===== config.mk =====
export PLATFORM = sky130hd
export DESIGN_NAME = headset_detect_button_debounce
export DESIGN_NICKNAME = d
export VERILOG_FILES = /design/src/rtl/core/hsd_pkg.sv /design/src/rtl/core/hsd_cfg.sv /design/src/rtl/core/hsd_tick.sv /design/src/rtl/core/headset_detect_button_debounce.sv
export SDC_FILE = /design/constraint.sdc
export NUM_CORES = 1
export LEC_CHECK = 0
export BUFFER_PORTS_ARGS = -buffer_cell sky130_fd_sc_hd__buf_2
export CAP_MARGIN = 5
export CORE_ASPECT_RATIO = 0.5
export CORE_MARGIN = 4
export CORE_UTILIZATION = 35
export DETAILED_ROUTE_END_ITERATION = 8
export PLACE_DENSITY = 0.51
export SLEW_MARGIN = 40
export SYNTH_ARGS = -nofsm -noshare
export SYNTH_HDL_FRONTEND = slang
export SYNTH_SLANG_ARGS = --single-unit

===== constraint.sdc =====
create_clock -name clk -period 2.9 [get_ports clk]
set_clock_uncertainty 0.15 [all_clocks]
set_input_delay 0.58 -clock clk [delete_from_list [all_inputs] [get_ports clk]]
set_output_delay 0.58 -clock clk [all_outputs]
set_load 0.03 [all_outputs]

===== src/rtl/core/hsd_pkg.sv =====
// shared types and constants for the headset detect and button debounce block
// no dependencies; rtl files use scoped names, verif files import it
package hsd_pkg;

    localparam int CFG_W  = 12;
    localparam int DATA_W = 32;
    localparam int ADDR_W = 4;

    // register indexes, taken from paddr[3:2]
    localparam logic [1:0] REG_INS   = 2'd0;
    localparam logic [1:0] REG_REM   = 2'd1;
    localparam logic [1:0] REG_BTN   = 2'd2;
    localparam logic [1:0] REG_PROBE = 2'd3;

    localparam logic [CFG_W-1:0] INS_RST   = 12'd100;
    localparam logic [CFG_W-1:0] REM_RST   = 12'd20;
    localparam logic [CFG_W-1:0] BTN_RST   = 12'd10;
    localparam logic [CFG_W-1:0] PROBE_RST = 12'd10;

    // probe phase codes
    localparam logic [1:0] PH_IDLE   = 2'd0;
    localparam logic [1:0] PH_DRIVE  = 2'd1;
    localparam logic [1:0] PH_DECIDE = 2'd2;
    localparam logic [1:0] PH_SPARE  = 2'd3;

    // event codes, shared by key and plug events
    localparam logic [1:0] EV_NONE = 2'd0;
    localparam logic [1:0] EV_ON   = 2'd1;
    localparam logic [1:0] EV_OFF  = 2'd2;

    typedef struct packed {
        logic detect_level;
        logic button_level;
        logic clock_level;
    } item_t;

    typedef struct packed {
        logic       headset_present;
        logic       button_down;
        logic       route_to_gpio;
        logic       probe_drive;
        logic [1:0] key_event;
        logic [1:0] plug_event;
    } result_t;

    typedef struct packed {
        logic [CFG_W-1:0] ins;
        logic [CFG_W-1:0] rem;
        logic [CFG_W-1:0] btn;
        logic [CFG_W-1:0] probe;
    } cfg_t;

endpackage


===== src/rtl/core/hsd_cfg.sv =====
// configuration register bank behind an apb-style port
// depends on hsd_pkg
module hsd_cfg (
    input  logic                        clk,
    input  logic                        rst_n,
    input  logic                        psel,
    input  logic                        penable,
    input  logic                        pwrite,
    input  logic [hsd_pkg::ADDR_W-1:0]  paddr,
    input  logic [hsd_pkg::DATA_W-1:0]  pwdata,
    output logic [hsd_pkg::DATA_W-1:0]  prdata,
    output logic                        pready,
    output hsd_pkg::cfg_t               cfg
);

    logic [hsd_pkg::CFG_W-1:0] ins_reg;
    logic [hsd_pkg::CFG_W-1:0] rem_reg;
    logic [hsd_pkg::CFG_W-1:0] btn_reg;
    logic [hsd_pkg::CFG_W-1:0] probe_reg;
    logic                      wr_en;
    logic [1:0]                idx;
    logic [hsd_pkg::CFG_W-1:0] rd_val;

    assign pready = 1'b1;
    assign wr_en  = psel && penable && pwrite;
    assign idx    = paddr[3:2];

    always_ff @(posedge clk or negedge rst_n)
    begin
        if (!rst_n)
        begin
            ins_reg   <= hsd_pkg::INS_RST;
            rem_reg   <= hsd_pkg::REM_RST;
            btn_reg   <= hsd_pkg::BTN_RST;
            probe_reg <= hsd_pkg::PROBE_RST;
        end
        else if (wr_en)
        begin
            unique case (idx)
                hsd_pkg::REG_INS:   ins_reg   <= pwdata[hsd_pkg::CFG_W-1:0];
                hsd_pkg::REG_REM:   rem_reg   <= pwdata[hsd_pkg::CFG_W-1:0];
                hsd_pkg::REG_BTN:   btn_reg   <= pwdata[hsd_pkg::CFG_W-1:0];
                hsd_pkg::REG_PROBE: probe_reg <= pwdata[hsd_pkg::CFG_W-1:0];
            endcase
        end
    end

    always_comb
    begin
        unique case (idx)
            hsd_pkg::REG_INS:   rd_val = ins_reg;
            hsd_pkg::REG_REM:   rd_val = rem_reg;
            hsd_pkg::REG_BTN:   rd_val = btn_reg;
            hsd_pkg::REG_PROBE: rd_val = probe_reg;
        endcase
    end

    assign prdata = {{(hsd_pkg::DATA_W-hsd_pkg::CFG_W){1'b0}}, rd_val};

    assign cfg.ins   = ins_reg;
    assign cfg.rem   = rem_reg;
    assign cfg.btn   = btn_reg;
    assign cfg.probe = probe_reg;

endmodule


===== src/rtl/core/hsd_tick.sv =====
// per-tick state: detect and button debounce timers, probe sequence, flags
// depends on hsd_pkg; result is the combinational outcome of the current tick
module hsd_tick #(
    parameter int TIMER_WIDTH = 12
) (
    input  logic             clk,
    input  logic             rst_n,
    input  logic             step,
    input  hsd_pkg::item_t   item,
    input  hsd_pkg::cfg_t    cfg,
    output hsd_pkg::result_t result
);

    localparam logic [TIMER_WIDTH-1:0] ONE = {{(TIMER_WIDTH-1){1'b0}}, 1'b1};

    logic                   present_reg, present_next;
    logic                   button_reg, button_next;
    logic                   ignore_reg, ignore_next;
    logic                   route_reg, route_next;
    logic [TIMER_WIDTH-1:0] det_cnt_reg, det_cnt_next;
    logic                   det_run_reg, det_run_next;
    logic [TIMER_WIDTH-1:0] btn_cnt_reg, btn_cnt_next;
    logic                   btn_run_reg, btn_run_next;
    logic [1:0]             phase_reg, phase_next;
    logic [TIMER_WIDTH-1:0] probe_cnt_reg, probe_cnt_next;
    logic                   latched_reg, latched_next;
    logic                   last_det_reg, last_det_next;
    logic                   last_btn_reg, last_btn_next;
    logic [1:0]             key_ev;
    logic [1:0]             plug_ev;

    // register value masked to the timer width, zero counts as one
    function automatic logic [TIMER_WIDTH-1:0] load_len(input logic [hsd_pkg::CFG_W-1:0] v);
        logic [31:0]            wide;
        logic [TIMER_WIDTH-1:0] t;
        begin
            wide = {{(32-hsd_pkg::CFG_W){1'b0}}, v};
            t    = wide[TIMER_WIDTH-1:0];
            if (t == '0)
                t = ONE;
            return t;
        end
    endfunction

    always_comb
    begin
        present_next   = present_reg;
        button_next    = button_reg;
        ignore_next    = ignore_reg;
        route_next     = route_reg;
        det_cnt_next   = det_cnt_reg;
        det_run_next   = det_run_reg;
        btn_cnt_next   = btn_cnt_reg;
        btn_run_next   = btn_run_reg;
        phase_next     = phase_reg;
        probe_cnt_next = probe_cnt_reg;
        latched_next   = latched_reg;
        last_det_next  = last_det_reg;
        last_btn_next  = last_btn_reg;
        key_ev         = hsd_pkg::EV_NONE;
        plug_ev        = hsd_pkg::EV_NONE;

        if (phase_next == hsd_pkg::PH_SPARE)
            phase_next = hsd_pkg::PH_IDLE;

        // probe decision, one tick after the drive ends
        if (phase_next == hsd_pkg::PH_DECIDE)
        begin
            phase_next = hsd_pkg::PH_IDLE;
            if (!item.detect_level && !latched_reg)
            begin
                if (!present_next)
                begin
                    present_next = 1'b1;
                    route_next   = 1'b1;
                    ignore_next  = !item.button_level;
                    plug_ev      = hsd_pkg::EV_ON;
                end
            end
            else
            begin
                route_next = 1'b0;
            end
        end

        if (phase_next == hsd_pkg::PH_DRIVE)
        begin
            probe_cnt_next = probe_cnt_next - ONE;
            if (probe_cnt_next == '0)
            begin
                latched_next = item.clock_level;
                phase_next   = hsd_pkg::PH_DECIDE;
            end
        end

        if (det_run_next)
        begin
            det_cnt_next = det_cnt_next - ONE;
            if (det_cnt_next == '0)
            begin
                det_run_next = 1'b0;
                if (phase_next == hsd_pkg::PH_IDLE)
                begin
                    if (item.detect_level)
                    begin
                        if (present_next)
                        begin
                            present_next = 1'b0;
                            route_next   = 1'b0;
                            plug_ev      = hsd_pkg::EV_OFF;
                            if (button_next)
                            begin
                                button_next = 1'b0;
                                key_ev      = hsd_pkg::EV_OFF;
                            end
                        end
                    end
                    else
                    begin
                        route_next     = 1'b1;
                        phase_next     = hsd_pkg::PH_DRIVE;
                        probe_cnt_next = load_len(cfg.probe);
                    end
                end
            end
        end

        if (btn_run_next)
        begin
            btn_cnt_next = btn_cnt_next - ONE;
            if (btn_cnt_next == '0)
            begin
                btn_run_next = 1'b0;
                if (present_next)
                begin
                    if (item.button_level)
                    begin
                        if (ignore_next)
                        begin
                            ignore_next = 1'b0;
                        end
                        else if (button_next)
                        begin
                            button_next = 1'b0;
                            key_ev      = hsd_pkg::EV_OFF;
                        end
                    end
                    else if (!ignore_next && !button_next)
                    begin
                        button_next = 1'b1;
                        key_ev      = hsd_pkg::EV_ON;
                    end
                end
            end
        end

        // detect pin changes are not seen while probing
        if (phase_next == hsd_pkg::PH_IDLE && item.detect_level != last_det_next)
        begin
            last_det_next = item.detect_level;
            if ((!present_next) != item.detect_level)
            begin
                if (present_next)
                    ignore_next = 1'b1;
                det_cnt_next = load_len(present_next ? cfg.rem : cfg.ins);
                det_run_next = 1'b1;
            end
        end

        if (present_next && item.button_level != last_btn_next)
        begin
            last_btn_next = item.button_level;
            btn_cnt_next  = load_len(cfg.btn);
            btn_run_next  = 1'b1;
        end

        result.headset_present = present_next;
        result.button_down     = button_next;
        result.route_to_gpio   = route_next;
        result.probe_drive     = (phase_next == hsd_pkg::PH_DRIVE);
        result.key_event       = key_ev;
        result.plug_event      = plug_ev;
    end

    always_ff @(posedge clk or negedge rst_n)
    begin
        if (!rst_n)
        begin
            present_reg   <= 1'b0;
            button_reg    <= 1'b0;
            ignore_reg    <= 1'b0;
            route_reg     <= 1'b0;
            det_cnt_reg   <= '0;
            det_run_reg   <= 1'b0;
            btn_cnt_reg   <= '0;
            btn_run_reg   <= 1'b0;
            phase_reg     <= hsd_pkg::PH_IDLE;
            probe_cnt_reg <= '0;
            latched_reg   <= 1'b0;
            last_det_reg  <= 1'b1;
            last_btn_reg  <= 1'b1;
        end
        else if (step)
        begin
            present_reg   <= present_next;
            button_reg    <= button_next;
            ignore_reg    <= ignore_next;
            route_reg     <= route_next;
            det_cnt_reg   <= det_cnt_next;
            det_run_reg   <= det_run_next;
            btn_cnt_reg   <= btn_cnt_next;
            btn_run_reg   <= btn_run_next;
            phase_reg     <= phase_next;
            probe_cnt_reg <= probe_cnt_next;
            latched_reg   <= latched_next;
            last_det_reg  <= last_det_next;
            last_btn_reg  <= last_btn_next;
        end
    end

    a_det_run_nonzero: assert property (@(posedge clk) disable iff (!rst_n)
        det_run_reg |-> det_cnt_reg != '0)
        else $error("detect timer running with zero count");

    a_btn_run_nonzero: assert property (@(posedge clk) disable iff (!rst_n)
        btn_run_reg |-> btn_cnt_reg != '0)
        else $error("button timer running with zero count");

    a_drive_routes_gpio: assert property (@(posedge clk) disable iff (!rst_n)
        phase_reg == hsd_pkg::PH_DRIVE |-> route_reg)
        else $error("probe drive without gpio routing");

    a_removal_clears: assert property (@(posedge clk) disable iff (!rst_n)
        step && result.plug_event == hsd_pkg::EV_OFF |=> !present_reg && !button_reg)
        else $error("removal left headset or button set");

    a_press_needs_headset: assert property (@(posedge clk) disable iff (!rst_n)
        step && result.key_event == hsd_pkg::EV_ON |=> present_reg && button_reg)
        else $error("button press without headset");

endmodule


===== src/rtl/core/headset_detect_button_debounce.sv =====
// headset insertion/removal detection with media button debounce
// one input beat is one timebase tick; each tick gives exactly one result beat
// with the status after that tick and the key and plug events it raised
// input channel: in_valid / in_stall with detect_level, button_level, clock_level
// output channel: out_valid / out_stall with headset_present, button_down,
// route_to_gpio, probe_drive, key_event, plug_event
// a beat that is accepted waits in the input register, is evaluated into the
// result register when the result slot is free or drained, and then shows on
// out_valid; one beat per cycle is taken and delivered when out_stall is low
// while out_stall holds a result, one more beat waits in the input register,
// then in_stall rises until the result is taken
// timer and probe lengths come from four registers on the apb port
// (insertion, removal, button debounce, probe drive ticks); write them idle
// reset clears all flags, timers and pending beats and loads register defaults
// (100, 20, 10, 10 ticks); no clearing pass is needed
module headset_detect_button_debounce #(
    parameter int TIMER_WIDTH = 12
) (
    input  logic                        clk,
    input  logic                        rst_n,
    input  logic                        psel,
    input  logic                        penable,
    input  logic                        pwrite,
    input  logic [hsd_pkg::ADDR_W-1:0]  paddr,
    input  logic [hsd_pkg::DATA_W-1:0]  pwdata,
    output logic [hsd_pkg::DATA_W-1:0]  prdata,
    output logic                        pready,
    input  logic                        in_valid,
    output logic                        in_stall,
    input  logic                        detect_level,
    input  logic                        button_level,
    input  logic                        clock_level,
    output logic                        out_valid,
    input  logic                        out_stall,
    output logic                        headset_present,
    output logic                        button_down,
    output logic                        route_to_gpio,
    output logic                        probe_drive,
    output logic [1:0]                  key_event,
    output logic [1:0]                  plug_event
);

    hsd_pkg::cfg_t    cfg;
    hsd_pkg::item_t   item_reg;
    hsd_pkg::result_t result;
    hsd_pkg::result_t out_reg;
    logic             in_valid_reg;
    logic             out_valid_reg;
    logic             advance;
    logic             step;
    logic             in_take;

    hsd_cfg u_cfg (
        .clk     (clk),
        .rst_n   (rst_n),
        .psel    (psel),
        .penable (penable),
        .pwrite  (pwrite),
        .paddr   (paddr),
        .pwdata  (pwdata),
        .prdata  (prdata),
        .pready  (pready),
        .cfg     (cfg)
    );

    hsd_tick #(
        .TIMER_WIDTH (TIMER_WIDTH)
    ) u_tick (
        .clk    (clk),
        .rst_n  (rst_n),
        .step   (step),
        .item   (item_reg),
        .cfg    (cfg),
        .result (result)
    );

    // result slot is free or being drained this cycle
    assign advance  = !out_valid_reg || !out_stall;
    assign step     = in_valid_reg && advance;
    assign in_stall = in_valid_reg && !advance;
    assign in_take  = in_valid && !in_stall;

    always_ff @(posedge clk or negedge rst_n)
    begin
        if (!rst_n)
        begin
            in_valid_reg  <= 1'b0;
            out_valid_reg <= 1'b0;
        end
        else
        begin
            if (in_take)
                in_valid_reg <= 1'b1;
            else if (step)
                in_valid_reg <= 1'b0;

            if (step)
                out_valid_reg <= 1'b1;
            else if (!out_stall)
                out_valid_reg <= 1'b0;
        end
    end

    always_ff @(posedge clk)
    begin
        if (in_take)
        begin
            item_reg.detect_level <= detect_level;
            item_reg.button_level <= button_level;
            item_reg.clock_level  <= clock_level;
        end
        if (step)
            out_reg <= result;
    end

    assign out_valid       = out_valid_reg;
    assign headset_present = out_reg.headset_present;
    assign button_down     = out_reg.button_down;
    assign route_to_gpio   = out_reg.route_to_gpio;
    assign probe_drive     = out_reg.probe_drive;
    assign key_event       = out_reg.key_event;
    assign plug_event      = out_reg.plug_event;

endmodule


==> run summary <==
commonest non-fill, non-tap cell in the layout -> dfrtp_1
Worst-Skew Late Latency -> 360 ps
clk buf depth -> 2
leakage power -> 0.00320 uW
Worst EP required -> 2990 ps
Initial Utilization -> 36.4%
largest net degree at the start of global routing -> 54
io pins -> 89
Primary FF master, synth -> dfrtp_1
ANT nets after route -> 0
Clock Pin Slew Worst Setup and Hold Paths -> 80 ps
H-tree level count -> 3
Post-synth EDFFs -> 11
flops & latches, synth -> 108
Setup crit end -> u_tick.det_cnt_reg[10]
XOR/XNOR Fraction of Synth Area -> 0.815%
Syn. warnings -> 0
CP endpoint kind -> flip-flop
Max-Slew Margin vs Limit -> 47.2%
initial antenna violation count -> 0
Tot GR Track Use -> 17.6%
dominant cell type by area after synthesis -> dfrtp_1
Seq/Total Area, Yosys -> 43.0%
TritonRoute pass-1 iters -> 5
Final Slew Violations -> 0
WL/cell -> 19.4 um
Initial DRC Count -> 353
Crit Path Class -> flip-flop to flip-flop
first-pass GRT wire length -> 29000 um
Final Power -> 6270 uW
total number of vias -> 5332
FILL cells -> 1709
worst hold path type -> input pin to flip-flop
RR Startpoint -> u_tick.det_cnt_reg[1]
worst r2r path cells -> 10
flop2flop setup slack -> -70 ps
die width -> 200 um
hold path startpoint -> button_level
via/cell ratio -> 5.58
crit path time final -> 2970 ps
die area -> 20800 um2
fmax -> 0.337 GHz
# diodes -> 0
Final WS setup -> -66.3 ps
most frequent cells in the layout -> dfrtp_1 (84), buf_4 (69), mux2_2 (51)
status -> complete, but fails checks
Root Driver -> clkbuf_16
Mapped Cells -> 632
area fraction of the dominant cell type after synthesis -> 33.4%
DR DRC count -> 0
Worst-Margin Slew -> 786 ps
final period utilization -> 102%
post-synthesis cell area -> 6450 um2
mux cell area share after synthesis -> 15.3%
CTS tree -> done
post-synthesis compound-gate area fraction -> 13.1%
final hold vios -> 0
Crit Path Max Fanout -> 8
Mapped Avg Cell Area -> 10.2 um2
Die Ht -> 104 um
unrepaired setup endpoints after global routing -> true
port bufs -> 45
largest family of logic cells by synthesized area -> simple AND/OR/NAND/NOR gates
Final Hold Slack -> 242 ps
total core area -> 17700 um2
overall routed net length -> 18600 um
area grow syn2layout -> 19.6%
Async SR Flop Fraction -> 89.8%
WP data arrival -> 3060 ps
Final HPWL DP -> 13800 um
failing checks -> negative setup slack
RR Endpoint -> u_tick.det_cnt_reg[10]
setup violators final -> 6
Max Cap Viol -> 0
origin of the worst setup path -> u_tick.det_cnt_reg[1]
layout net count -> 769
vias in the first global route -> 4957
global route overflow -> 0
Synth cell types -> 73
Synth Area in Adders -> 1.16%
Worst VDD drop -> 0.310 mV
total CTS buffers -> 9
CTS sink cnt -> 108
pwr dens -> 813 nW/um2
fin util -> 43.5%
site row count -> 34
layout cell share with drive strength beyond 1 -> 34.9%
Layout Cells excl Fill -> 956
gpl congestion -> 0.829
dpl cells -> 929
crit start category -> flip-flop
Post-Synth Simple-Gate Area -> 19.9%
largest cells by area after synthesis -> dfrtp_1 (33%), mux2_2 (8.9%), edfxtp_1 (5.1%), dfstp_2 (4.5%), mux4_2 (4.2%)
[worst min-delay path by stage]
| stage | to | slack, ps | depth (start not counted) |
|---|---|---|---|
| finish | item_reg[1] | 240 | 1 |
| floorplan | in_valid_reg | 130 | 0 |
| detailed placement | out_valid | 330 | 1 |
| global placement | u_tick.latched_reg | 310 | 1 |
| global route | item_reg[1] | 230 | 1 |
| CTS | item_reg[1] | 230 | 1 |
[synth_stat cells, drive strengths merged (6+ instances only)]
cell    instances
nand2          48
mux2i           8
ha              6
o221a           9
edfxtp         11
inv            14
nor3b           7
mux4           12
and2            7
nor2           31
dfstp          11
o21ai          24
nor2b           6
nand2b          9
nor3           31
o211ai          8
nor4           19
clkbuf         30
o22ai           9
nand4          21
a21oi          18
dfrtp          86
buf            36
mux2           55
and3            7
or4             6
nand3          31
[cell type report]
| type | instances | area (um2) | share of cell area [%] |
|---|---|---|---|
| tap | 234 | 293 | 3.80 |
| timing repair buffer | 121 | 850 | 11.0 |
| clock inverter | 7 | 115 | 1.49 |
| multi-input combinational | 463 | 3400 | 44.1 |
| clock buffer | 9 | 225 | 2.92 |
| sequential | 108 | 2770 | 36.0 |
| inverter | 14 | 52.6 | 0.681 |
[timing repair]
action,in CTS,in global routing
gates resized for setup,6,17
hold buffers,1,0
endpoints found under the setup margin,15,14
pin swaps,3,6
cloned,0,1
hold endpoints to repair,21,0
setup buffers,4,5
[worst max-delay path, cell delays in order, from the launching register on]
cell and delay [ps]:
dfrtp_1 370, inv_2 60, ha_4 170, buf_4 140, o41ai_1 460, and4_1 290
and3_4 210, o21a_1 180, buf_12 150, mux2_4 330, a221o_1 340
[logic make-up (layout without fill, tap and decap cells)]
family,Yosys count,count (layout)
other,2,21
buffers and inverters,80,151
AND/OR/NAND/NOR,238,238
multiplexers,75,75
AO/OA/AOI/OAI,117,117
adder cells (fa/ha/maj),6,6
flip-flops,108,108
XOR/XNOR,6,6
[metal layers]
layer / wire, um / GRT usage [%] / share of wire, %
met1: 9620 / 28.1 / 52
met2: 7930 / 24.9 / 43
met3: 919 / 3.56 / 5.0
met4: 91 / 2.18 / 0.49
met5: 0 / 0 / 0
[power breakdown]
| part | switching [uW] | internal [uW] |
|---|---|---|
| logic | 1300 | 1190 |
| registers | 499 | 1910 |
| clock network | 663 | 714 |
| total | 2470 | 3810 |
[through the flow]
step	setup TNS, ps	setup WS (ps)	area, um2
floorplan	0	14.4	6530
global placement	-535	-125	7210
finish	-214	-66.3	7710
CTS	0	14.2	7610
global route	-1640	-145	7710
detailed placement	-829	-151	7210
No activity file was read; power rests on OpenSTA's default activity.
